==> src/sv/ethernet_ipv4_udp_header_parser_top_defines.svh <==
// ----------------------------------------------------------------------------
// Ethernet IPv4 UDP header parser - assertion macros
// Shared concurrent assertion forms for the parser's checks
// ----------------------------------------------------------------------------
`ifndef ETHERNET_IPV4_UDP_HEADER_PARSER_TOP_DEFINES_SVH
`define ETHERNET_IPV4_UDP_HEADER_PARSER_TOP_DEFINES_SVH

// checked at every rising clock edge outside reset
`define EIUHP_ASSERT(label, clk, rst_n, prop, msg) \
  label: assert property (@(posedge clk) disable iff (!rst_n) prop) else $error(msg);

// checked at every rising clock edge, reset included
`define EIUHP_ASSERT_ALWAYS(label, clk, prop, msg) \
  label: assert property (@(posedge clk) prop) else $error(msg);

`endif

==> src/sv/eiuhp_pkg.sv <==
// ----------------------------------------------------------------------------
// Ethernet IPv4 UDP header parser - package
// Protocol constants and the result record shared by the parser modules
// ----------------------------------------------------------------------------
`default_nettype none

package eiuhp_pkg;

  localparam logic [15:0] VLAN_TYPE = 16'h8100;
  localparam logic [15:0] IPV4_TYPE = 16'h0800;
  localparam logic [7:0]  UDP_PROTO = 8'd17;

  // ip header offset without and with one 802.1q tag
  localparam logic [4:0]  IP_START_PLAIN = 5'd14;
  localparam logic [4:0]  IP_START_VLAN  = 5'd18;

  localparam logic [15:0] ETH_HDR_BYTES  = 16'd14;
  localparam logic [15:0] VLAN_HDR_BYTES = 16'd18;
  localparam logic [15:0] IPV4_MIN_BYTES = 16'd20;
  localparam logic [15:0] UDP_HDR_BYTES  = 16'd8;

  typedef struct packed {
    logic        malformed;
    logic [15:0] final_ethertype;
    logic        is_ipv4;
    logic        is_udp;
    logic [31:0] source_address;
    logic [31:0] dest_address;
    logic [15:0] source_port;
    logic [15:0] dest_port;
    logic [15:0] udp_payload_length;
  } result_t;

endpackage

`default_nettype wire

==> src/sv/eiuhp_core.sv <==
// ----------------------------------------------------------------------------
// Ethernet IPv4 UDP header parser - capture core
// Per-byte header capture state and the end-of-frame result decode
// ----------------------------------------------------------------------------
`default_nettype none

module eiuhp_core #(
  parameter int unsigned MAX_FRAME_BYTES = 65535
) (
  input  wire logic              clk_i,
  input  wire logic              rst_ni,
  input  wire logic              step_i,
  input  wire logic [7:0]        frame_byte_i,
  input  wire logic              frame_end_i,
  output eiuhp_pkg::result_t     res_o
);
  import eiuhp_pkg::*;

  localparam logic [15:0] MaxPos = 16'(MAX_FRAME_BYTES);

  logic [15:0] pos_q, pos_d;
  logic [15:0] tw_q, tw_d;
  logic        vlan_q, vlan_d;
  logic [3:0]  hw_q, hw_d;
  logic [7:0]  proto_q, proto_d;
  logic [31:0] src_q, src_d;
  logic [31:0] dst_q, dst_d;
  logic [7:0]  pl_q [6];
  logic [7:0]  pl_d [6];

  // state after this byte is taken
  logic        take;
  logic [15:0] tw1, tw2;
  logic        vlan1;
  logic [4:0]  ip_start1;
  logic        in_ip;
  logic [15:0] rel;
  logic [3:0]  hw1;
  logic [7:0]  proto1;
  logic [31:0] src1, dst1;
  logic [6:0]  udp_start;
  logic [15:0] udp_off;
  logic        in_udp;
  logic [7:0]  pl1 [6];
  logic [15:0] cnt1;
  logic [15:0] ulen;
  logic        bad, ipv4, udp;

  always_comb begin
    take = step_i && (pos_q < MaxPos);

    tw1 = tw_q;
    if (take && (pos_q == 16'd12 || pos_q == 16'd13)) begin
      tw1 = {tw_q[7:0], frame_byte_i};
    end
    vlan1 = vlan_q;
    if (take && pos_q == 16'd13) begin
      vlan1 = (tw1 == VLAN_TYPE);
    end
    tw2 = tw1;
    if (take && vlan1 && (pos_q == 16'd16 || pos_q == 16'd17)) begin
      tw2 = {tw1[7:0], frame_byte_i};
    end

    ip_start1 = vlan1 ? IP_START_VLAN : IP_START_PLAIN;
    in_ip     = take && (pos_q >= {11'd0, ip_start1});
    rel       = pos_q - {11'd0, ip_start1};

    hw1 = hw_q;
    if (in_ip && rel == 16'd0) begin
      hw1 = frame_byte_i[3:0];
    end
    proto1 = proto_q;
    if (in_ip && rel == 16'd9) begin
      proto1 = frame_byte_i;
    end
    src1 = src_q;
    if (in_ip && rel >= 16'd12 && rel < 16'd16) begin
      src1 = {src_q[23:0], frame_byte_i};
    end
    dst1 = dst_q;
    if (in_ip && rel >= 16'd16 && rel < 16'd20) begin
      dst1 = {dst_q[23:0], frame_byte_i};
    end

    // udp header follows the ip header, using the length just seen
    udp_start = {2'd0, ip_start1} + {1'b0, hw1, 2'b00};
    udp_off   = pos_q - {9'd0, udp_start};
    in_udp    = in_ip && (pos_q >= {9'd0, udp_start}) && (udp_off < 16'd6);
    for (int i = 0; i < 6; i++) begin
      pl1[i] = pl_q[i];
      if (in_udp && udp_off[2:0] == 3'(i)) begin
        pl1[i] = frame_byte_i;
      end
    end

    cnt1 = take ? pos_q + 16'd1 : pos_q;

    // end-of-frame decode
    ipv4 = 1'b0;
    udp  = 1'b0;
    bad  = 1'b0;
    if (cnt1 < ETH_HDR_BYTES) begin
      bad = 1'b1;
    end else if (vlan1 && cnt1 < VLAN_HDR_BYTES) begin
      bad = 1'b1;
    end else if (tw2 == IPV4_TYPE) begin
      if (cnt1 < {11'd0, ip_start1} + IPV4_MIN_BYTES) begin
        bad = 1'b1;
      end else begin
        ipv4 = 1'b1;
        if (proto1 == UDP_PROTO) begin
          if (cnt1 < {9'd0, udp_start} + UDP_HDR_BYTES) begin
            bad = 1'b1;
          end else begin
            udp = 1'b1;
          end
        end
      end
    end

    ulen = {pl1[4], pl1[5]};
    res_o = '0;
    if (bad) begin
      res_o.malformed = 1'b1;
    end else begin
      res_o.final_ethertype = tw2;
      res_o.is_ipv4         = ipv4;
      res_o.is_udp          = udp;
      if (ipv4) begin
        res_o.source_address = src1;
        res_o.dest_address   = dst1;
      end
      if (udp) begin
        res_o.source_port        = {pl1[0], pl1[1]};
        res_o.dest_port          = {pl1[2], pl1[3]};
        res_o.udp_payload_length = (ulen >= UDP_HDR_BYTES) ? ulen - UDP_HDR_BYTES : 16'd0;
      end
    end
  end

  always_comb begin
    pos_d   = pos_q;
    tw_d    = tw_q;
    vlan_d  = vlan_q;
    hw_d    = hw_q;
    proto_d = proto_q;
    src_d   = src_q;
    dst_d   = dst_q;
    for (int i = 0; i < 6; i++) begin
      pl_d[i] = pl_q[i];
    end
    if (step_i && frame_end_i) begin
      // frame done, back to the reset picture
      pos_d   = '0;
      tw_d    = '0;
      vlan_d  = 1'b0;
      hw_d    = '0;
      proto_d = '0;
      src_d   = '0;
      dst_d   = '0;
      for (int i = 0; i < 6; i++) begin
        pl_d[i] = '0;
      end
    end else if (step_i) begin
      pos_d   = cnt1;
      tw_d    = tw2;
      vlan_d  = vlan1;
      hw_d    = hw1;
      proto_d = proto1;
      src_d   = src1;
      dst_d   = dst1;
      for (int i = 0; i < 6; i++) begin
        pl_d[i] = pl1[i];
      end
    end
  end

  always_ff @(posedge clk_i or negedge rst_ni) begin
    if (!rst_ni) begin
      pos_q   <= '0;
      tw_q    <= '0;
      vlan_q  <= 1'b0;
      hw_q    <= '0;
      proto_q <= '0;
      src_q   <= '0;
      dst_q   <= '0;
      for (int i = 0; i < 6; i++) begin
        pl_q[i] <= '0;
      end
    end else begin
      pos_q   <= pos_d;
      tw_q    <= tw_d;
      vlan_q  <= vlan_d;
      hw_q    <= hw_d;
      proto_q <= proto_d;
      src_q   <= src_d;
      dst_q   <= dst_d;
      for (int i = 0; i < 6; i++) begin
        pl_q[i] <= pl_d[i];
      end
    end
  end

endmodule

`default_nettype wire

==> src/sv/ethernet_ipv4_udp_header_parser_top.sv <==
// ----------------------------------------------------------------------------
// Ethernet IPv4 UDP header parser - top level
// Byte-stream parser for ethernet / 802.1q / ipv4 / udp headers, one result
// item per frame
// ----------------------------------------------------------------------------
//
//  channel   direction  handshake                 payload
//  --------  ---------  ------------------------  ----------------------------
//  in        sink       in_valid_i / in_stall_o   frame_byte_i, frame_end_i
//  out       source     out_valid_o / out_stall_i malformed_o .. udp_payload_length_o
//
//  one byte item accepted per cycle while in_stall_o is low; a frame result leaves
//  after its end-marked byte is accepted (input register, then result register)
//  reset clears the capture state to an empty frame and empties both stages
//  a stalled result holds the result register; the input stage still fills,
//  and in_stall_o rises only when both stages hold an item and out is stalled
// ----------------------------------------------------------------------------
`default_nettype none

`include "ethernet_ipv4_udp_header_parser_top_defines.svh"

module ethernet_ipv4_udp_header_parser_top #(
  parameter int unsigned MAX_FRAME_BYTES = 65535
) (
  input  wire logic        clk_i,
  input  wire logic        rst_ni,
  input  wire logic        in_valid_i,
  output logic             in_stall_o,
  input  wire logic [7:0]  frame_byte_i,
  input  wire logic        frame_end_i,
  output logic             out_valid_o,
  input  wire logic        out_stall_i,
  output logic             malformed_o,
  output logic [15:0]      final_ethertype_o,
  output logic             is_ipv4_o,
  output logic             is_udp_o,
  output logic [31:0]      source_address_o,
  output logic [31:0]      dest_address_o,
  output logic [15:0]      source_port_o,
  output logic [15:0]      dest_port_o,
  output logic [15:0]      udp_payload_length_o
);
  import eiuhp_pkg::*;

  // input register stage
  logic       s1_valid_q;
  logic [7:0] s1_byte_q;
  logic       s1_end_q;

  // result register stage
  logic       out_valid_q, out_valid_d;
  result_t    out_res_q;
  result_t    core_res;

  logic       out_free;   // result register can take a new value this cycle
  logic       advance;    // input register can take a new item this cycle
  logic       step;       // byte in the input register is consumed

  assign out_free   = !out_valid_q || !out_stall_i;
  assign advance    = !s1_valid_q || out_free;
  assign step       = s1_valid_q && out_free;
  assign in_stall_o = !advance;

  always_ff @(posedge clk_i or negedge rst_ni) begin
    if (!rst_ni) begin
      s1_valid_q <= 1'b0;
    end else if (advance) begin
      s1_valid_q <= in_valid_i;
    end
  end

  // payload only, no reset needed
  always_ff @(posedge clk_i) begin
    if (advance) begin
      s1_byte_q <= frame_byte_i;
      s1_end_q  <= frame_end_i;
    end
  end

  // per-byte capture and the frame decode
  eiuhp_core #(
    .MAX_FRAME_BYTES (MAX_FRAME_BYTES)
  ) u_core (
    .clk_i        (clk_i),
    .rst_ni       (rst_ni),
    .step_i       (step),
    .frame_byte_i (s1_byte_q),
    .frame_end_i  (s1_end_q),
    .res_o        (core_res)
  );

  // a result item is produced only on the end-marked byte
  always_comb begin
    out_valid_d = out_valid_q;
    if (out_free) begin
      out_valid_d = step && s1_end_q;
    end
  end

  always_ff @(posedge clk_i or negedge rst_ni) begin
    if (!rst_ni) begin
      out_valid_q <= 1'b0;
    end else begin
      out_valid_q <= out_valid_d;
    end
  end

  always_ff @(posedge clk_i) begin
    if (step && s1_end_q) begin
      out_res_q <= core_res;
    end
  end

  assign out_valid_o          = out_valid_q;
  assign malformed_o          = out_res_q.malformed;
  assign final_ethertype_o    = out_res_q.final_ethertype;
  assign is_ipv4_o            = out_res_q.is_ipv4;
  assign is_udp_o             = out_res_q.is_udp;
  assign source_address_o     = out_res_q.source_address;
  assign dest_address_o       = out_res_q.dest_address;
  assign source_port_o        = out_res_q.source_port;
  assign dest_port_o          = out_res_q.dest_port;
  assign udp_payload_length_o = out_res_q.udp_payload_length;

  // input side only backs up when both stages are full and out is stalled
  `EIUHP_ASSERT(a_stall_only_when_full, clk_i, rst_ni, in_stall_o |-> (s1_valid_q && out_valid_q && out_stall_i), "in_stall_o raised with room in the pipeline")

  // a consumed end-marked byte always yields a result item next cycle
  `EIUHP_ASSERT(a_end_gives_result, clk_i, rst_ni, (step && s1_end_q) |=> out_valid_o, "end-marked item produced no result")

  // a malformed result carries nothing else
  `EIUHP_ASSERT(a_malformed_clean, clk_i, rst_ni, (out_valid_o && malformed_o) |-> (final_ethertype_o == 16'd0 && !is_ipv4_o && !is_udp_o && source_address_o == 32'd0 && dest_port_o == 16'd0), "malformed result with nonzero fields")

  // udp is only reported inside a well-formed ipv4 frame
  `EIUHP_ASSERT_ALWAYS(a_udp_in_ipv4, clk_i, (out_valid_o && is_udp_o) |-> (is_ipv4_o && !malformed_o && final_ethertype_o == IPV4_TYPE), "udp flagged outside ipv4")

endmodule

`default_nettype wire
==> config.mk <==
export PLATFORM = sky130hd
export DESIGN_NAME = ethernet_ipv4_udp_header_parser_top
export DESIGN_NICKNAME = d
export VERILOG_FILES = /design/src/sv/eiuhp_pkg.sv /design/src/sv/eiuhp_core.sv /design/src/sv/ethernet_ipv4_udp_header_parser_top.sv
export VERILOG_INCLUDE_DIRS = /design/src /design/src/sv
export SDC_FILE = /design/constraint.sdc
export NUM_CORES = 1
export LEC_CHECK = 0
export ABC_CLOCK_PERIOD_IN_PS = 12500
export BUFFER_PORTS_ARGS = -buffer_cell sky130_fd_sc_hd__buf_2
export CAP_MARGIN = 20
export CORE_UTILIZATION = 55
export CTS_CLUSTER_DIAMETER = 50
export CTS_CLUSTER_SIZE = 28
export DETAILED_ROUTE_END_ITERATION = 12
export GPL_ROUTABILITY_DRIVEN = 0
export PLACE_DENSITY = 0.75
export SYNTH_ARGS = -nofsm -noshare
export SYNTH_HDL_FRONTEND = slang
export SYNTH_HIERARCHICAL = 1
export SYNTH_SLANG_ARGS = --single-unit
export TNS_END_PERCENT = 100
==> constraint.sdc <==
create_clock -name clk_i -period 12.5 [get_ports clk_i]
set_input_delay 1.25 -clock clk_i [delete_from_list [all_inputs] [get_ports clk_i]]
set_output_delay 1.25 -clock clk_i [all_outputs]
set_load 0.02 [all_outputs]
# After elaboration in Yosys (flattened, before gate mapping)
# Cells that the tools add are included.
# W data, S select, Z words.
# word_totals
reg_bits,299
inputBits,13
word_cells,147
out_inout_bits,133
# classes
n_eq_ne,13
magnitude_cmp,13
muxes,48
addsub,7
bitwise_logic,3
n_reduce_logical,37
# op_table
op,n
$mux W32,6
$mux W16,7
$mux W48,2
$mux W8,9
$eq A16 B4 Y1 const B,3
$lt A16 B5 Y1 const B,3
$eq A16 B5 Y1 const B,2
$ge A16 B4 Y1 const B,2
$lt A16 B16 Y1,2
$logic_and A1 B1 Y1,23
$mux W1,20
$add A16 B1 Y16 const B,1
$eq A16 B12 Y1 const B,1
$eq A16 B16 Y1 const B,1
$ge A16 B5 Y1,1
$ge A16 B5 Y1 const B,1
$ge A16 B7 Y1,1
$logic_not A16 Y1,1
$lt A16 B16 Y1 const B,1
$lt A16 B3 Y1 const B,1
$lt A16 B4 Y1 const B,1
$sub A16 B4 Y16 const B,1
$sub A16 B5 Y16,1
$sub A16 B7 Y16,1
16 further kinds,29

# Longest topological paths before layout
# Gate-level depths: netlist (run 1).
# depth
depth_word,24
ltp_mapped,40
depth_no_buf,38

# Modules after synthesis
# The synthesis (run 1) kept the hierarchy.
# modules_own_cells
mod,instances,cells_each,seq_area_each_um2,area_each_um2
eiuhp_core,1,1244,3928.8,10226.1
ethernet_ipv4_udp_header_parser_top,1,150,4254.1,4297.9

# Worst setup path after synthesis (run 1)
# OpenSTA, ideal clock, no wires.
# synth_timing
path_kind,in2reg
start,input port out_stall_i
end,"register out_res_q, in the netlist udp_payload_length_o[15] (data pin)"
t_arrival_ns,9.899
required_ns,12.352
path_buffers,1
slack_ns,2.453
setup_time_ns,0.148
path_stages,37
path_cell_list,nand2_1 and2_1 nand3_1 or3_1 nor3_1 mux2i_1 nand2_1 o31ai_1 inv_1 ha_1 or4_1 a2111oi_0 xnor2_1 nand4_1 nor3_2 mux2i_1 inv_1 ha_1 a21o_1 a21oi_1 xnor2_1 ha_1 nand2_1 a21o_1 o221ai_2 or4b_1 o311a_2 buf_4 nor3_2 nor2_1 a21oi_1 ha_1 nand2_1 nor3_1 nor2_1 or4_1 a21oi_1
# synth_between
elab_chain_len,24
word_cells_on_any_way,61
cone_classes,add/sub (6); order compare (8); eq/ne (6); mux (21); bitwise (2); reduce/logical (18)
# synth_rtl
item,line,source
"start, declared",ethernet_ipv4_udp_header_parser_top.sv:32,"input wire logic out_stall_i,"
$logic_not A1 Y1 *,ethernet_ipv4_udp_header_parser_top.sv:59,assign out_free = !out_valid_q || !out_stall_i;
$logic_or A1 B1 Y1 *,ethernet_ipv4_udp_header_parser_top.sv:59,
$logic_and A1 B1 Y1 *,ethernet_ipv4_udp_header_parser_top.sv:61,assign step = s1_valid_q && out_free;
named net step,ethernet_ipv4_udp_header_parser_top.sv:57,logic step;
$logic_and A1 B1 Y1 *,eiuhp_core.sv:50,take = step_i && (pos_q < MaxPos);
"parallel branches: the longest is 20 deep, another holds $sub A16 B5 Y16",n/a,
"end signal, assigned",ethernet_ipv4_udp_header_parser_top.sv:110,out_res_q <= core_res;
"end, declared",ethernet_ipv4_udp_header_parser_top.sv:52,result_t out_res_q;
# Mark *: on every way through the listed nets, which the timed path passes.
# A chain may end at the register's enable or synchronous reset.

# Worst setup path in the final report (run 1)
# layout_timing
start,input port out_stall_i
end,"register out_res_q, in the netlist udp_payload_length_o[11] (data pin)"
# Same word-level chain as after synthesis.

==> run_results.csv, run 1 <==
group,metric,value,unit
outcome,status,"finished clean",
worst_setup_path,crit_type,"primary input to flip-flop",
logic_synthesis,synth_area_per_cell,10.4,µm²
floorplanning,die_w,165,µm
cells_and_area,finalNonFillerCells,1870,
logic_synthesis,yosysTopAreaCellShare,28.9,%
placement,hpwlAfterDp,23.7,mm
clocking,clock_sink_count,299,
global_route,grt-ovfl-total,0,
hold_path,hold_path.startpoint,"u_core/hw_q[3]$_DFFE_PN0P_",
route,routed-via-count,11500,
clocking,cts_tree,"yes",
logic_synthesis,synth_fp_nets,1434,
logic_synthesis,synth_area_leaders,"edfxtp_1, dfrtp_1, nand2_1, mux2i_1, a22o_1",
timing,rsz0062_at_grt,"no",
timing,maxSlewHeadroom,25.0,%
route,drt_wl_total,37.0,mm
worst_setup_path,critPathMaxStageDelay,960,ps
worst_setup_path,r2r-start,"s1_byte_q[0]$_DFFE_PP_",
logic_synthesis,ys_async_sr_fraction,53.2,%
cells_and_area,layout.cells.most_common_list,"nand2_1, dfrtp_1, buf_2, edfxtp_1, nor2_1",
route,drt_iter0_drc,1197,
route,wl_per_cell,19.8,µm
cells_and_area,drive_gt1_share,16.7,%
power,static-leakage-power,6.64,nW
timing,holdWs,479,ps
clocking,cts_hold_buf,0,
worst_setup_path,critPathArrivalTime,11520,ps
clocking,postCtsSetupRepairBufs,0,
cells_and_area,antenna_cells,0,
timing,finalSetupViolCount,0,
hold_path,min_to,"u_core/hw_q[3]$_DFFE_PN0P_",
floorplanning,dieArea,0.0271,mm²
timing,fin_skew,38.5,ps
logic_synthesis,synth.largest_area_cell,"edfxtp_1",
cells_and_area,fillers,2084,
logic_synthesis,synth-edff-count,140,
floorplanning,start_util,55.9,%
clocking,root_buffer,"clkbuf_16",
placement,dp_cells,1817,
route,vias_per_cell,6.17,
worst_setup_path,start_kind,"primary input",
global_route,grt.total_usage,27.6,%
timing,hold_violations,0,
hold_path,hold_path.class,"flip-flop to flip-flop",
route,post-route-drc-count,0,
floorplanning,dieHeight,165,µm
timing,final_max_slew_viol_count,0,
logic_synthesis,syn_inst,1394,
hold_path,whs_path_depth,2,
clocking,insertion_delay,570,ps
power,p_per_area,130,mW/mm²
clocking,clockBufferDepth,3,
logic_synthesis,synthDistinctLibCells,80,
timing,timing.fmax,0.0894,GHz
global_route,antenna_found_initial,0,
floorplanning,coreArea,0.0260,mm²
route,ant_nets,0,
worst_setup_path,cp_max_fo,58,
global_route,grt_max_degree,91,
clocking,cts-htree-levels,1,
clocking,cts_resized,0,
route,firstDrtPassIters,8,
power,irDropWorstVdd,0.136,mV
clocking,clk_pin_slew,80,ps
placement,portBuffers,145,
logic_synthesis,synthFlopType,"dfrtp_1",
logic_synthesis,ys_ff_latch,299,
logic_synthesis,ys_seq_area_share,56.3,%
timing,finalSetupTns,0,ps
cells_and_area,layout.nets,1553,
worst_setup_path,path_common_cell,"ha_1",
worst_setup_path,end_kind,"flip-flop",
floorplanning,ios,146,
cells_and_area,area_growth,14.4,%
worst_setup_path,worstPathRequired,12830,ps
worst_setup_path,crit_path_top_delay_cell,"o31ai_1",
timing,fin_crit_sh,89.5,%
worst_setup_path,r2r_cells,35,
global_route,grt_pass1_vias,10800,
cells_and_area,final_common_cell,"nand2_1",
timing,tightest_slew,1120,ps
logic_synthesis,syn-cell-area,0.0145,mm²
global_route,grt_pass1_wl,58.0,mm
worst_setup_path,rrSetupSlack,1390,ps
floorplanning,row_count,59,
timing,period_needed,11190,ps
worst_setup_path,r2r-end,"udp_payload_length_o[11]$_DFFE_PP_",
logic_synthesis,yosys_warnings,6,
job,maxCapViolCount,0,
clocking,cts_buffers,28,
-- metal layers --
| metal | up-vias | GRT usage (%) | share of wire [%] |
|---|---|---|---|
| li1 | 5288 | - | - |
| met4 | 0 | 10.7 | 3.5 |
| met5 | - | 0 | 0 |
| met2 | 572 | 41.8 | 45 |
| met1 | 5585 | 39.9 | 43 |
| met3 | 97 | 4.32 | 8.4 |
-- through the flow --
| stage | util (%) | setup slack [ps] | total power (W) | instance area, µm² |
|---|---|---|---|---|
| finish | 64.0 | 1310 | 0.00216 | 16600 |
| global route | 64.0 | 524 | 0.00222 | 16600 |
| CTS | 63.9 | 1470 | 0.00217 | 16600 |
| detailed placement | 60.0 | 881 | 0.00125 | 15600 |
| global placement | 60.0 | 1360 | 0.00125 | 15600 |
| floorplan | - | 2450 | 0.00119 | 14500 |
-- kinds of logic (layout without fill, tap and decap cells) --
family / Yosys count / in the layout / synth area share [%]
and+or+nand+nor: 523 / 523 / 16.7
AOI/OAI and AO/OA: 338 / 338 / 15.2
DFF: 299 / 299 / 56.3
buffers and inverters: 117 / 258 / 3.25
muxes: 68 / 68 / 4.70
adders and majority gates: 27 / 27 / 2.48
xor gates and xnor gates: 22 / 22 / 1.38
-- critical path, delay by kind of cell --
kind / cells / cell delay [ps]
fa+ha+maj: 4 / 1320
simple gates: 13 / 3750
buf+inv: 4 / 990
xor+xnor: 2 / 380
mux: 1 / 400
compound gates: 10 / 3390
-- where the power goes --
| group | switching [W] | total (W) | internal [W] |
|---|---|---|---|
| Combinational | 0.000126 | 0.000163 | 0.0000372 |
| Sequential | 0.0000131 | 0.00107 | 0.00106 |
| Clock | 0.000422 | 0.000922 | 0.000500 |
| Total | 0.000561 | 0.00216 | 0.00159 |
-- synthesized netlist by cell type, drive strengths merged, types with 6 or more instances --
master and number:
a22o 59, xor2 10, and4 6, o22ai 6, mux2i 67, or4 7
or2 6, nor3 31, edfxtp 140, nand2b 18, a211oi 7, a21o 11
dfrtp 159, ha 24, inv 34, nor2 106, o31ai 6, nand3 14
clkbuf 58, nand4 19, nor4 7, a32o 10, nor4b 11, xnor2 12
or3 6, buf 25, nand2 260, a21oi 85, and3 8, o21ai 114
-- area by class of cell --
class	instances	area [µm²]	share of cell area (%)
clock buffer	29	704	4.24
clock inverter	23	329	1.98
inverter	34	128	0.768
multi-input combinational	978	5920	35.6
sequential	299	8180	49.2
tap	335	419	2.52
timing repair buffer	172	935	5.62
-- registers in the layout, indices dropped and copies added, names as in the netlist, 4 cells and up --
register / count
source_port_o: 16
dest_address_o: 32
u_core/hw_q: 4
u_core/pos_q: 16
source_address_o: 32
u_core/src_q: 32
u_core/pl_q: 48
dest_port_o: 16
s1_byte_q: 8
u_core/dst_q: 32
u_core/proto_q: 8
udp_payload_length_o: 16
u_core/tw_q: 16
final_ethertype_o: 16
-- how the worst max path moves through the flow --
stage | startpoint | to | slack [ps] | cells past startpoint
6_report | out_stall_i | udp_payload_length_o[11]$_DFFE_PP_ | 1310 | 34
5_1_grt | out_stall_i | udp_payload_length_o[11]$_DFFE_PP_ | 520 | 34
4_1_cts | out_stall_i | udp_payload_length_o[15]$_DFFE_PP_ | 1470 | 34
3_5_place_dp | out_stall_i | udp_payload_length_o[11]$_DFFE_PP_ | 880 | 34
3_3_place_gp | out_stall_i | udp_payload_length_o[15]$_DFFE_PP_ | 1360 | 34
2_1_floorplan | out_stall_i | udp_payload_length_o[15]$_DFFE_PP_ | 2450 | 37
(Power assumes the default switching activity.)
==> inputs of run 2 (changes only) <==
--- a/config.mk
+++ b/config.mk
@@ -11,2 +11,3 @@
 export CAP_MARGIN = 20
+export CORE_ASPECT_RATIO = 2
 export CORE_UTILIZATION = 55
--- a/constraint.sdc
+++ b/constraint.sdc
@@ -3,2 +3,2 @@
 set_output_delay 1.25 -clock clk_i [all_outputs]
-set_load 0.02 [all_outputs]
+set_load 0.05 [all_outputs]
==> run_results.csv, run 2 (synthesis gave the netlist of run 1 again) <==
group,metric,value,unit
outcome,status,"finished clean",
timing,timing.fmax,0.0938,GHz
clocking,clk_pin_slew,110,ps
cells_and_area,layout.nets,1543,
worst_setup_path,critPathMaxStageDelay,670,ps
timing,finalSetupViolCount,0,
global_route,grt_pass1_vias,11000,
timing,hold_violations,0,
worst_setup_path,path_common_cell,"ha_1",
power,comb_power_share,11.3,%
cells_and_area,fillers,2176,
worst_setup_path,cp_max_fo,58,
floorplanning,dieArea,0.0271,mm²
worst_setup_path,critPathArrivalTime,10940,ps
cells_and_area,register_area,0.00818,mm²
worst_setup_path,start_kind,"primary input",
clocking,insertion_delay,530,ps
timing,period_needed,10660,ps
floorplanning,dieHeight,232,µm
power,power_frac_clock,32.5,%
power,power.switching,0.000533,W
clocking,root_buffer,"clkbuf_16",
global_route,antenna_found_initial,0,
route,firstDrtPassIters,6,
global_route,grt_pass1_wl,60.2,mm
placement,dp_slack,1480,ps
clocking,cts_buffers,17,
hold_path,hold_path.class,"flip-flop to flip-flop",
floorplanning,die_w,117,µm
clocking,cts_hold_buf,0,
timing,tightest_slew,1080,ps
cells_and_area,final_common_cell,"nand2_1",
route,drt_iter0_drc,1130,
placement,portBuffers,145,
route,drt_wl_total,38.8,mm
global_route,grt_max_degree,97,
timing,finalSetupTns,0,ps
cells_and_area,layout.cells.most_common_list,"nand2_1, dfrtp_1, buf_2, edfxtp_1, nor2_1",
timing,fin_skew,24.0,ps
route,ant_nets,0,
power,p_per_area,118,mW/mm²
global_route,grt-ovfl-total,0,
clocking,clock_sink_count,299,
floorplanning,coreArea,0.0258,mm²
clocking,postCtsSetupRepairBufs,0,
worst_setup_path,end_kind,"flip-flop",
floorplanning,ios,146,
clocking,clockBufferDepth,3,
worst_setup_path,crit_type,"primary input to flip-flop",
route,vias_per_cell,6.19,
power,irDropWorstVdd,0.136,mV
cells_and_area,antenna_cells,0,
route,wl_per_cell,20.9,µm
worst_setup_path,crit_family,"simple AND/OR/NAND/NOR gates",
route,post-route-drc-count,0,
timing,final_max_slew_viol_count,0,
power,swShare,28.0,%
route,routed-via-count,11500,
timing,fin_ws,1840,ps
worst_setup_path,crit_path_top_delay_cell,"or4b_2",
timing,maxSlewHeadroom,28.1,%
clocking,cts-htree-levels,1,
worst_setup_path,path_buf_inv,5,
global_route,grt.total_usage,29.4,%
cells_and_area,multi_input_area,0.00593,mm²
power,intPower,0.00137,W
floorplanning,row_count,83,
timing,rsz0062_at_grt,"no",
power,pwr-share-seq,56.2,%
clocking,cts_resized,0,
cells_and_area,drive_gt1_share,15.4,%
worst_setup_path,worstPathRequired,12780,ps
placement,hpwlAfterDp,26.7,mm
cells_and_area,largest_reg_flops,48,
timing,fin_crit_sh,85.3,%
job,maxCapViolCount,0,
cells_and_area,largest_register,"u_core/pl_q",
floorplanning,start_util,56.4,%
power,static-leakage-power,6.41,nW
clocking,cts_tree,"yes",
cells_and_area,area_growth,11.3,%
run 2: cell count changes in the layout (fill, tap and decap cells not counted), sizes merged:
cell / previous run / this run
clkbuf: 29 / 21
clkinv: 11 / 4
bufinv: 3 / 0
buf: 172 / 173
clkinvlp: 1 / 0
inv: 42 / 38
run 2: final timing paths:
kind | start | endpoint | slack, ps | cells past startpoint
max in group asynchronous | rst_ni | s1_valid_q$_DFFE_PN0P_ | 10250 | 2
hold / removal | u_core/pl_q[21]$_DFFE_PN0P_ | u_core/pl_q[21]$_DFFE_PN0P_ | 490 | 2
hold reg to reg | u_core/pl_q[21]$_DFFE_PN0P_ | u_core/pl_q[21]$_DFFE_PN0P_ | 490 | 2
setup / recovery | out_stall_i | udp_payload_length_o[11]$_DFFE_PP_ | 1840 | 35
min in group asynchronous | rst_ni | u_core/src_q[28]$_DFFE_PN0P_ | 820 | 1
setup reg to reg | u_core/pos_q[1]$_DFFE_PN0P_ | udp_payload_length_o[11]$_DFFE_PP_ | 1990 | 37
run 2: power by group through the flow:
stage / Clock [W] / Combinational [W] / Sequential [W]
after floorplan: 0 / 0.0000631 / 0.00117
after global placement: 0 / 0.000211 / 0.00109
after detailed placement: 0 / 0.000212 / 0.00109
after CTS: 0.000630 / 0.000213 / 0.00107
after global routing: 0.000659 / 0.000225 / 0.00107
final: 0.000617 / 0.000214 / 0.00107
run 2: routing by layer:
layer  part of all wire (%)  up-vias  GRT usage, %
met5                      0        -             0
met2                     52      455          50.9
met1                     36     5642          33.7
li1                       -     5223             -
met3                    5.1      154          3.32
met4                    6.8        0          19.3
run 2: final cells by class:
class | instances | share of cell area (%)
flip-flops and latches | 299 | 50.6
clock inverters | 8 | 0.674
inverters | 34 | 0.790
clock buffers | 21 | 2.73
repair buffers | 173 | 5.83
well taps | 340 | 2.63
multi-input cells | 978 | 36.7
run 2: per-stage QoR:
stage          std cells  util, %  cell area [µm²]  hold slack (ps)  power, W
2_1_floorplan       1394        -            14500              438   0.00123
3_3_place_gp        1822     60.6            15600              459   0.00130
3_5_place_dp        1822     60.6            15600              465   0.00130
4_1_cts             1851     62.7            16100              492   0.00191
5_1_grt             1853     62.7            16200              518   0.00196
6_report            1853     62.7            16200              491   0.00190
run 2: worst register-to-register path: cells and delay by family (launching register included):
| family | cells | cell delay [ps] |
|---|---|---|
| AO/OA/AOI/OAI | 10 | 2660 |
| XOR/XNOR | 2 | 430 |
| adder cells (fa/ha/maj) | 5 | 1570 |
| buffers and inverters | 4 | 690 |
| flip-flops | 1 | 580 |
| multiplexers | 2 | 620 |
| AND/OR/NAND/NOR | 14 | 3760 |
